## src/mbrx_pkg.sv

```systemverilog
// Shared types, register indexes and the CRC-16/MODBUS byte update for the
// Modbus response frame receiver. No dependencies.
`timescale 1ns / 1ps
`default_nettype none

package mbrx_pkg;

    localparam int BYTE_W = 8;
    localparam int VALUE_W = 16;
    localparam int POS_W = 9;
    localparam int CFG_INDEX_W = 2;
    localparam int CFG_DATA_W = 16;

    localparam logic [15:0] CRC_INIT = 16'hFFFF;
    localparam logic [15:0] CRC_POLY = 16'hA001;

    localparam logic [7:0] SLAVE_ADDRESS_RESET = 8'h15;
    localparam logic [7:0] FUNCTION_CODE_RESET = 8'h04;
    localparam logic [15:0] VALUE_LIMIT_RESET = 16'd5000;

    localparam logic [CFG_INDEX_W-1:0] REG_SLAVE_ADDRESS = 2'd0;
    localparam logic [CFG_INDEX_W-1:0] REG_FUNCTION_CODE = 2'd1;
    localparam logic [CFG_INDEX_W-1:0] REG_VALUE_LIMIT = 2'd2;

    typedef struct packed {
        logic [BYTE_W-1:0]  slave_address;
        logic [BYTE_W-1:0]  function_code;
        logic [VALUE_W-1:0] value_limit;
    } mbrx_cfg_t;

    typedef struct packed {
        logic [VALUE_W-1:0] reading;
        logic               clipped;
    } mbrx_result_t;

    function automatic logic [15:0] crc16_update(input logic [15:0] crc_in,
                                                 input logic [7:0] data);
        logic [15:0] c;
        c = crc_in ^ {8'h00, data};
        for (int k = 0; k < 8; k++)
        begin
            c = c[0] ? ((c >> 1) ^ CRC_POLY) : (c >> 1);
        end
        return c;
    endfunction

endpackage

`default_nettype wire

```

## src/mbrx_frame.sv

```systemverilog
// Frame parser: header hunt, byte count, running CRC and saturated reading.
// Advances one byte per step pulse. Depends on mbrx_pkg.
`timescale 1ns / 1ps
`default_nettype none

module mbrx_frame
    import mbrx_pkg::*;
(
    input  wire logic              clk,
    input  wire logic              rst_n,
    input  wire logic              step,
    input  wire logic [BYTE_W-1:0] data,
    input  wire mbrx_cfg_t         cfg,
    output logic                   res_valid,
    output mbrx_result_t           res
);

    logic [BYTE_W-1:0]  first_byte_reg, first_byte_next;
    logic [15:0]        first_crc_reg, first_crc_next;
    logic [POS_W-1:0]   pos_reg, pos_next;
    logic [BYTE_W-1:0]  count_reg, count_next;
    logic [BYTE_W-1:0]  value_high_reg, value_high_next;
    logic [BYTE_W-1:0]  value_low_reg, value_low_next;
    logic [15:0]        crc_reg, crc_next;
    logic [BYTE_W-1:0]  crc_first_reg, crc_first_next;

    logic               header_ok;
    logic [15:0]        crc_src;
    logic [15:0]        crc_step;
    logic [15:0]        crc_fresh;
    logic [POS_W-1:0]   last_pos;
    logic [VALUE_W-1:0] raw;
    logic               crc_ok;

    assign header_ok = (first_byte_reg == cfg.slave_address) && (data == cfg.function_code);
    assign crc_src   = (pos_reg == 9'd1) ? first_crc_reg : crc_reg;
    assign crc_step  = crc16_update(crc_src, data);
    assign crc_fresh = crc16_update(CRC_INIT, data);
    assign last_pos  = {1'b0, count_reg} + 9'd4;
    assign raw       = {value_high_reg, (pos_reg == 9'd4) ? data : value_low_reg};
    assign crc_ok    = (crc_first_reg == crc_reg[7:0]) && (data == crc_reg[15:8]);

    always_comb
    begin
        first_byte_next = first_byte_reg;
        first_crc_next  = first_crc_reg;
        pos_next        = pos_reg;
        count_next      = count_reg;
        value_high_next = value_high_reg;
        value_low_next  = value_low_reg;
        crc_next        = crc_reg;
        crc_first_next  = crc_first_reg;
        res_valid       = 1'b0;
        res.reading     = (raw > cfg.value_limit) ? cfg.value_limit : raw;
        res.clipped     = raw > cfg.value_limit;
        if (step)
        begin
            if (pos_reg == 9'd0)
            begin
                first_byte_next = data;
                first_crc_next  = crc_fresh;
                pos_next        = 9'd1;
            end
            else if (pos_reg == 9'd1)
            begin
                if (header_ok)
                begin
                    crc_next = crc_step;
                    pos_next = 9'd2;
                end
                else
                begin
                    first_byte_next = data;
                    first_crc_next  = crc_fresh;
                end
            end
            else if (pos_reg == 9'd2)
            begin
                count_next = data;
                crc_next   = crc_step;
                pos_next   = 9'd3;
            end
            else if (pos_reg > last_pos)
            begin
                pos_next = 9'd0;
                crc_next = CRC_INIT;
            end
            else
            begin
                if (pos_reg == 9'd3)
                begin
                    value_high_next = data;
                end
                if (pos_reg == 9'd4)
                begin
                    value_low_next = data;
                end
                if (pos_reg == last_pos)
                begin
                    pos_next  = 9'd0;
                    crc_next  = CRC_INIT;
                    res_valid = crc_ok;
                end
                else
                begin
                    if (pos_reg == last_pos - 9'd1)
                    begin
                        crc_first_next = data;
                    end
                    else
                    begin
                        crc_next = crc_step;
                    end
                    pos_next = pos_reg + 9'd1;
                end
            end
        end
    end

    always_ff @(posedge clk or negedge rst_n)
    begin
        if (!rst_n)
        begin
            first_byte_reg <= '0;
            first_crc_reg  <= CRC_INIT;
            pos_reg        <= '0;
            count_reg      <= '0;
            value_high_reg <= '0;
            value_low_reg  <= '0;
            crc_reg        <= CRC_INIT;
            crc_first_reg  <= '0;
        end
        else
        begin
            first_byte_reg <= first_byte_next;
            first_crc_reg  <= first_crc_next;
            pos_reg        <= pos_next;
            count_reg      <= count_next;
            value_high_reg <= value_high_next;
            value_low_reg  <= value_low_next;
            crc_reg        <= crc_next;
            crc_first_reg  <= crc_first_next;
        end
    end

endmodule

`default_nettype wire

```

## src/modbus_response_frame_receiver.sv

```systemverilog
// Top level of the Modbus RTU response receiver: configuration registers,
// input and output registers around the frame parser. Depends on mbrx_pkg, mbrx_frame.
//
// Usage: received serial bytes enter one word at a time on the rx_byte channel
// (in_valid / in_ready). The block hunts for the configured slave address and
// function code, reads the byte count, checks the CRC-16/MODBUS carried low
// byte first at the end of the frame and, on a good frame, sends one word on
// the result channel (out_valid / out_ready): the big-endian value of frame
// bytes 3 and 4, saturated at value_limit, with clipped set when it was cut.
// Bad frames and stray bytes give no word.
// Throughput is one byte per cycle while the result channel is not stalled.
// A frame's last byte passes the input register, its result the result register.
// When the result is not taken, the input register holds its byte and in_ready
// stays high only while that register is free. Configuration must be written
// through cfg_write / cfg_index / cfg_data only while the block is idle; the
// block itself does not enforce this. Reset restores the default registers
// and restarts the header hunt.
`timescale 1ns / 1ps
`default_nettype none

module modbus_response_frame_receiver
    import mbrx_pkg::*;
(
    input  wire logic                   clk,
    input  wire logic                   rst_n,
    input  wire logic                   cfg_write,
    input  wire logic [CFG_INDEX_W-1:0] cfg_index,
    input  wire logic [CFG_DATA_W-1:0]  cfg_data,
    input  wire logic                   in_valid,
    output logic                        in_ready,
    input  wire logic [BYTE_W-1:0]      rx_byte,
    output logic                        out_valid,
    input  wire logic                   out_ready,
    output logic [VALUE_W-1:0]          reading,
    output logic                        clipped
);

    mbrx_cfg_t         cfg_reg;
    logic              in_valid_reg;
    logic [BYTE_W-1:0] in_byte_reg;
    logic              out_valid_reg;
    mbrx_result_t      out_reg;
    logic              step;
    logic              res_valid;
    mbrx_result_t      res;

    assign step      = in_valid_reg && (!out_valid_reg || out_ready);
    assign in_ready  = !in_valid_reg || step;
    assign out_valid = out_valid_reg;
    assign reading   = out_reg.reading;
    assign clipped   = out_reg.clipped;

    always_ff @(posedge clk or negedge rst_n)
    begin
        if (!rst_n)
        begin
            cfg_reg.slave_address <= SLAVE_ADDRESS_RESET;
            cfg_reg.function_code <= FUNCTION_CODE_RESET;
            cfg_reg.value_limit   <= VALUE_LIMIT_RESET;
        end
        else if (cfg_write)
        begin
            unique case (cfg_index)
                REG_SLAVE_ADDRESS: cfg_reg.slave_address <= cfg_data[7:0];
                REG_FUNCTION_CODE: cfg_reg.function_code <= cfg_data[7:0];
                REG_VALUE_LIMIT:   cfg_reg.value_limit   <= cfg_data;
                default:           cfg_reg <= cfg_reg;
            endcase
        end
    end

    always_ff @(posedge clk or negedge rst_n)
    begin
        if (!rst_n)
        begin
            in_valid_reg  <= 1'b0;
            out_valid_reg <= 1'b0;
        end
        else
        begin
            if (in_ready)
            begin
                in_valid_reg <= in_valid;
            end
            if (step && res_valid)
            begin
                out_valid_reg <= 1'b1;
            end
            else if (out_ready)
            begin
                out_valid_reg <= 1'b0;
            end
        end
    end

    always_ff @(posedge clk)
    begin
        if (in_valid && in_ready)
        begin
            in_byte_reg <= rx_byte;
        end
        if (step && res_valid)
        begin
            out_reg <= res;
        end
    end

    mbrx_frame u_frame (
        .clk       (clk),
        .rst_n     (rst_n),
        .step      (step),
        .data      (in_byte_reg),
        .cfg       (cfg_reg),
        .res_valid (res_valid),
        .res       (res)
    );

`ifndef SYNTHESIS
    a_result_from_step: assert property (@(posedge clk) disable iff (!rst_n)
        $rose(out_valid_reg) |-> $past(step))
        else $error("result appeared without a processed byte");

    a_clipped_at_limit: assert property (@(posedge clk) disable iff (!rst_n)
        out_valid_reg && out_reg.clipped |-> out_reg.reading == cfg_reg.value_limit)
        else $error("clipped reading differs from the limit");

    a_unclipped_in_range: assert property (@(posedge clk) disable iff (!rst_n)
        out_valid_reg && !out_reg.clipped |-> out_reg.reading <= cfg_reg.value_limit)
        else $error("unclipped reading exceeds the limit");

    a_no_step_when_blocked: assert property (@(posedge clk) disable iff (!rst_n)
        out_valid_reg && !out_ready |-> !step)
        else $error("byte processed while the result is stalled");
`endif

endmodule

`default_nettype wire

```

## config.mk

```make
export PLATFORM = sky130hd
export DESIGN_NAME = modbus_response_frame_receiver
export DESIGN_NICKNAME = d
export VERILOG_FILES = /design/src/mbrx_pkg.sv /design/src/mbrx_frame.sv /design/src/modbus_response_frame_receiver.sv
export SDC_FILE = /design/constraint.sdc
export NUM_CORES = 1
export LEC_CHECK = 0
export ABC_AREA = 1
export BUFFER_PORTS_ARGS = -buffer_cell sky130_fd_sc_hd__buf_2
export CORE_MARGIN = 3
export CORE_UTILIZATION = 55
export CTS_BUF_LIST = sky130_fd_sc_hd__clkbuf_8 sky130_fd_sc_hd__clkbuf_16
export CTS_CLUSTER_DIAMETER = 80
export DETAILED_ROUTE_END_ITERATION = 16
export PLACE_DENSITY = 0.73
export SYNTH_ARGS = -nofsm -noshare
export SYNTH_HDL_FRONTEND = slang
export SYNTH_SLANG_ARGS = --single-unit
```

## constraint.sdc

```tcl
create_clock -name clk -period 4.1 [get_ports clk]
set_input_delay 0.82 -clock clk [delete_from_list [all_inputs] [get_ports clk]]
set_output_delay 0.82 -clock clk [all_outputs]
set_load 0.01 [all_outputs]
```

Yosys cells after proc, flatten, opt, wreduce, memory -nomap -nowiden
Index checks and enable logic that the tools add are counted.
W data, S select, Z words.
{"block": "totals", "regBits": 140, "in_bits": 31, "output_inout_bits": 19, "wordCells": 128}
{"block": "op_classes", "n_addsub": 3, "magnitude_cmp": 2, "n_eq_ne": 16, "n_mux": 45, "bitwise": 23, "n_reduce_logical": 23}
{"op": "$mux W16", "n": 27}
{"op": "$mux W9", "n": 6}
{"op": "$not A2 Y3", "n": 16}
{"op": "$eq A8 B8 Y1", "n": 4}
{"op": "$mux W8", "n": 4}
{"op": "$eq A9 B2 Y1 const B", "n": 2}
{"op": "$eq A9 B9 Y1", "n": 2}
{"op": "$gt A16 B16 Y1", "n": 1}
{"op": "$not A8 Y16", "n": 1}
{"op": "$xor A16 B8 Y16", "n": 1}
{"op": "$add A8 B3 Y9 const B", "n": 1}
{"op": "$add A9 B1 Y9 const B", "n": 1}
{"op": "$eq A9 B1 Y1 const B", "n": 1}
{"op": "$eq A9 B3 Y1 const B", "n": 1}
{"op": "$gt A9 B9 Y1", "n": 1}
{"op": "$logic_not A9 Y1", "n": 1}
{"op": "$sub A9 B1 Y9 const B", "n": 1}
{"op": "$mux W1", "n": 8}
{"op": "$reduce_and A2 Y1", "n": 4}
{"op": "$reduce_and A4 Y1", "n": 2}
{"op": "$reduce_and A7 Y1", "n": 1}
{"op": "$reduce_and A6 Y1", "n": 1}
{"op": "$logic_and A1 B1 Y1", "n": 5}
{"op": "$ne A5 B1 Y1 const B", "n": 1}
{"op": "other kinds (12)", "n": 19}

Longest topological paths before layout
{"block": "logic_depth", "ltp_word": 24, "mapped_depth": 22, "ltp_nobuf": 21}

Cells and area by module
From an unflattened synthesis, not the netlist that was laid out.
{"block": "hier_totals", "hier_cells": 915, "area_unflattened_um2": 7901.3}
{"module": "mbrx_frame", "instances": 1, "cells_each": 733, "area_per_inst_um2": 5657.9}
{"module": "modbus_response_frame_receiver", "instances": 1, "cells_each": 182, "area_per_inst_um2": 2243.4}

Least setup slack after synthesis
OpenSTA, ideal clock, no wires.
{"block": "synth_timing", "path_kind": "register to register", "from": "register u_frame.count_reg[2]", "to": "register out_reg, in the netlist clipped, enable pin", "setup_time_ps": 437, "t_arrival_ps": 3442, "required_time_ps": 3663, "slack_ps": 222, "stages_incl_launch_ff": 11, "path_buffers": 0, "synth_period_minus_slack_ps": 3878, "cell_sequence": "dfrtp_1 ha_1 nand2_1 clkinv_1 nor2_1 inv_2 ha_1 nand2_1 nor2_1 nand4_2 nor4_1"}
{"block": "synth_between", "elab_chain_cells": 9, "elab_cells_between_ends": 10}
{"element": "from (decl)", "line": "mbrx_frame.sv:21", "rtl": "logic [BYTE_W-1:0] count_reg, count_next;"}
{"element": "from (signal assigned)", "line": "mbrx_frame.sv:138", "rtl": "count_reg <= count_next;"}
{"element": "$add A8 B3 Y9 (*)", "line": "mbrx_frame.sv:39", "rtl": "assign last_pos = {1'b0, count_reg} + 9'd4;"}
{"element": "parallel branches: the longest is 2 deep, another holds $gt A9 B9 Y1"}
{"element": "$mux W1 (*)", "line": "mbrx_frame.sv:83", "rtl": "else if (pos_reg > last_pos)"}
{"element": "$mux W1 (*)", "line": "mbrx_frame.sv:77", "rtl": "else if (pos_reg == 9'd2)"}
{"element": "$mux W1 (*)", "line": "mbrx_frame.sv:64", "rtl": "else if (pos_reg == 9'd1)"}
{"element": "$mux W1 (*)", "line": "mbrx_frame.sv:58", "rtl": "if (pos_reg == 9'd0)"}
{"element": "$mux W1 (*)", "line": "mbrx_frame.sv:56", "rtl": "if (step)"}
{"element": "$logic_and A1 B1 Y1 (*)", "line": "modbus_response_frame_receiver.sv:102", "rtl": "if (step && res_valid)"}
{"element": "to (signal assigned)", "line": "modbus_response_frame_receiver.sv:104", "rtl": "out_reg <= res;"}
{"element": "to (decl)", "line": "modbus_response_frame_receiver.sv:42", "rtl": "mbrx_result_t out_reg;"}
Mark *: on every way between the ends.
A chain may end at the register's enable or synchronous reset.

==> results_dict.tcl <==
set metrics [dict create \
    top_level_ports 50 \
    grt_setup_unrepaired "no" \
    dp_hpwl_um 13060 \
    timing_worst_setup_path_type "flop to flop" \
    timing.rr.start "u_frame.pos_reg[0]" \
    synth_area_leaders "sky130_fd_sc_hd__dfrtp_1, sky130_fd_sc_hd__dfstp_2, sky130_fd_sc_hd__nand2_1" \
    reg2reg_depth 15 \
    grt_max_degree 61 \
    start_util 0.5652 \
    first_iter_violations 580 \
    largest_register_ffs 32 \
    clock_tree_from_tritoncts "built" \
    globalRoute.totalOverflow 0 \
    clk_pin_slew_ns 0.06 \
    timing.max_cap.violations 0 \
    timing.setup.tns_ns 0 \
    post-route-drc-count 0 \
    detailed_place.area_mm2 0.007956 \
    final_hold_viol_count 0 \
    hold_buffers 0 \
    clock_latency_ns 0.43 \
    post_placement_cell_count 1110 \
    ys_types 46 \
    timing.critical_path.required_ns 4.27 \
    worst-path-max-fanout 16 \
    global_route.usage.total 0.2661 \
    clockBufferDepth 2 \
    yosysWarnings 0 \
    num_cts_buffers 17 \
    postSynthRegisterBits 135 \
    relSlewSlack 0.3667 \
    drv_slew 0 \
    post_drt_wl_per_cell_um 16.20 \
    fin_crit_ns 3.650 \
    final.setup_skew_ns 0.008814 \
    max_clock_freq_ghz 0.2740 \
    global_route.usage.met3 0.06999 \
    antennaDiodeCount 0 \
    layout.cell_area.non_filler_mm2 0.008574 \
    via_count 6173 \
    detail_route.wirelength_um 18500 \
    worstSetupEndpointType "flop" \
    grt.busiest_layer "met2" \
    first_pass_grt_wire_length_um 30550 \
    finalNetCount 1014 \
    die_h_um 122.9 \
    hold_ep "u_frame.first_crc_reg[15]" \
    core-area_mm2 0.01330 \
    cts.sinks 135 \
    p_leak_nw 4.166 \
    fin_crit_sh 0.8902 \
    worstReg2RegEnd "reading[9]" \
    vias_in_the_first_global_route 6075 \
    core.rowCount 42 \
    timing.hold.worst_path_depth 2 \
    grt_util_met1 0.3609 \
    antenna_left 0 \
    clock_tree.htree_level_count 4 \
    synth.cell_area_mm2 0.007515 \
    holdCritPathClass "flop to flop" \
    die-width_um 122.9 \
    power.density_mw_per_mm2 735.4 \
    grt.met2_usage 0.4175 \
    clock_tree.root_cell "sky130_fd_sc_hd__clkbuf_16" \
    outcome "complete, no violations" \
    tightestPinTransition_ns 0.9476 \
    finalSetupViolations 0 \
    synth.yosys.seq_area_share 0.4722 \
    min_from "u_frame.first_crc_reg[15]" \
    finalNonFillerCells 1142 \
    final_weighted_congestion_of_routability_driven_global_placement 0.9080 \
    mapped_nets 962 \
    netlist_instances 901 \
    crit_arrival_ns 3.82 \
    yosysTopAreaCell "sky130_fd_sc_hd__dfrtp_1" \
    ff2ff_setup_slack_ns 0.45 \
    post_drt_via_cell_ratio 5.405 \
    count_of_buffers_from_port_buffering 49 \
    antenna_found_initial 0 \
    synthToLayoutAreaGrowth_pct 14.10 \
    drive_gt1_frac 0.1718 \
    die_area_mm2 0.01510 \
    avgSynthCellArea_um2 8.340 \
    drt_first_pass_iters 6 \
    power.ir.vdd_worst_mv 0.4271 \
    critPathLaunchType "flop" \
    power.total_mw 6.306 \
    post-synth-top-area-fraction 0.2464 \
]
-- worst max-delay path: stages, from the launching register on --
cell	delay, ns
sky130_fd_sc_hd__dfrtp_1	0.42
sky130_fd_sc_hd__inv_1	0.16
sky130_fd_sc_hd__ha_1	0.16
sky130_fd_sc_hd__inv_1	0.05
sky130_fd_sc_hd__nor3_1	0.15
sky130_fd_sc_hd__nand3_1	0.42
sky130_fd_sc_hd__o21ai_0	0.44
sky130_fd_sc_hd__ha_1	0.31
sky130_fd_sc_hd__a21oi_1	0.15
sky130_fd_sc_hd__o21a_1	0.14
sky130_fd_sc_hd__o221ai_1	0.10
sky130_fd_sc_hd__nand2_1	0.08
sky130_fd_sc_hd__o2111ai_1	0.09
sky130_fd_sc_hd__nand2_1	0.35
sky130_fd_sc_hd__buf_4	0.29
sky130_fd_sc_hd__o21ai_0	0.10
-- per-stage QoR --
step / utilization / setup WS (ns) / hold slack [ns]
global route: 0.6449 / 0.06847 / 0.4904
finish: 0.6449 / 0.4500 / 0.4821
CTS: 0.6449 / 0.3974 / 0.4848
global placement: 0.5984 / 0.5969 / 0.4680
floorplan: - / 0.2218 / 0.4460
detailed placement: 0.5984 / 0.4438 / 0.4748
-- how the worst max path moves through the flow --
stage,depth (start not counted),slack (ns),start,to
floorplan,10,0.22,u_frame.count_reg[2],clipped
global placement,17,0.60,u_frame.pos_reg[1],reading[15]
detailed placement,17,0.44,u_frame.pos_reg[1],reading[15]
CTS,17,0.40,u_frame.pos_reg[1],reading[15]
global route,15,0.07,u_frame.pos_reg[1],reading[12]
finish,15,0.45,u_frame.pos_reg[0],reading[9]
-- where the power goes --
group	leakage, nW	internal [mW]	switching, mW	total, mW
sequential	1.55	1.86	0.281	2.14
combinational	2.32	0.900	1.68	2.58
clock	0.300	0.994	0.584	1.58
total	4.17	3.76	2.55	6.31
-- what timing repair did --
action                     CTS  global route
setup endpoints to repair    0             1
hold endpoints to repair     0             0
resized for setup            0             1
setup buffers                0             0
-- cell usage after synthesis, drive strengths merged --
cell     number
dfrtp        74
o21ai       120
o221ai        1
edfxtp       25
o21a          1
a22o          1
nand2       235
o22ai         6
a21boi        1
nor4          4
clkinv        2
nand3b        1
o2111ai       1
a31oi         1
o211ai        1
a22oi         7
dfstp        36
nand4        10
o31ai         4
inv         109
nor3         10
ha           30
a21oi        30
nor2         52
a211oi        3
xor2         28
nand3        52
a221oi        2
o21bai        2
buf          10
clkbuf       19
xnor2        19
or2           4
-- kinds of logic (layout without fill, tap and decap cells) --
family	count (synthesis)	in the layout	synth area share
XOR/XNOR	47	47	0.05478
AO/OA/AOI/OAI	181	181	0.1362
buffers and inverters	140	205	0.07443
adder cells (fa/ha/maj)	30	30	0.04995
AND/OR/NAND/NOR	368	368	0.2125
flip-flops	135	135	0.4722
-- metal layers --
layer / up-vias / wire, µm
met2: 197 / 8556
met3: 31 / 1212
met4: 0 / 342
li1: 3055 / -
met1: 2890 / 8387
met5: - / 0
-- layout by cell type (no fill, tap or decap), types with 6 or more instances in the layout --
master / count
sky130_fd_sc_hd__inv_2: 6
sky130_fd_sc_hd__nand2_1: 230
sky130_fd_sc_hd__ha_1: 30
sky130_fd_sc_hd__nor3_1: 10
sky130_fd_sc_hd__nor2_1: 46
sky130_fd_sc_hd__edfxtp_1: 25
sky130_fd_sc_hd__dfstp_2: 36
sky130_fd_sc_hd__o21ai_0: 108
sky130_fd_sc_hd__nand4_1: 9
sky130_fd_sc_hd__clkbuf_16: 18
sky130_fd_sc_hd__a21oi_1: 30
sky130_fd_sc_hd__xnor2_1: 19
sky130_fd_sc_hd__dfrtp_1: 74
sky130_fd_sc_hd__o21ai_2: 8
sky130_fd_sc_hd__a22oi_1: 7
sky130_fd_sc_hd__buf_4: 13
sky130_fd_sc_hd__buf_2: 48
sky130_fd_sc_hd__xor2_1: 28
sky130_fd_sc_hd__inv_1: 103
sky130_fd_sc_hd__o22ai_1: 6
sky130_fd_sc_hd__nand3_1: 47
-- area by class of cell --
| type | instances | area (µm²) |
|---|---|---|
| Sequential cell | 135 | 3548 |
| Clock buffer | 22 | 505.5 |
| Multi-Input combinational cell | 626 | 3413 |
| Inverter | 111 | 416.7 |
| Fill cell | 1128 | 4721 |
| Timing Repair Buffer | 62 | 357.8 |
| Clock inverter | 10 | 112.6 |
| Tap cell | 176 | 220.2 |
Power figures use the tool's default switching activity.
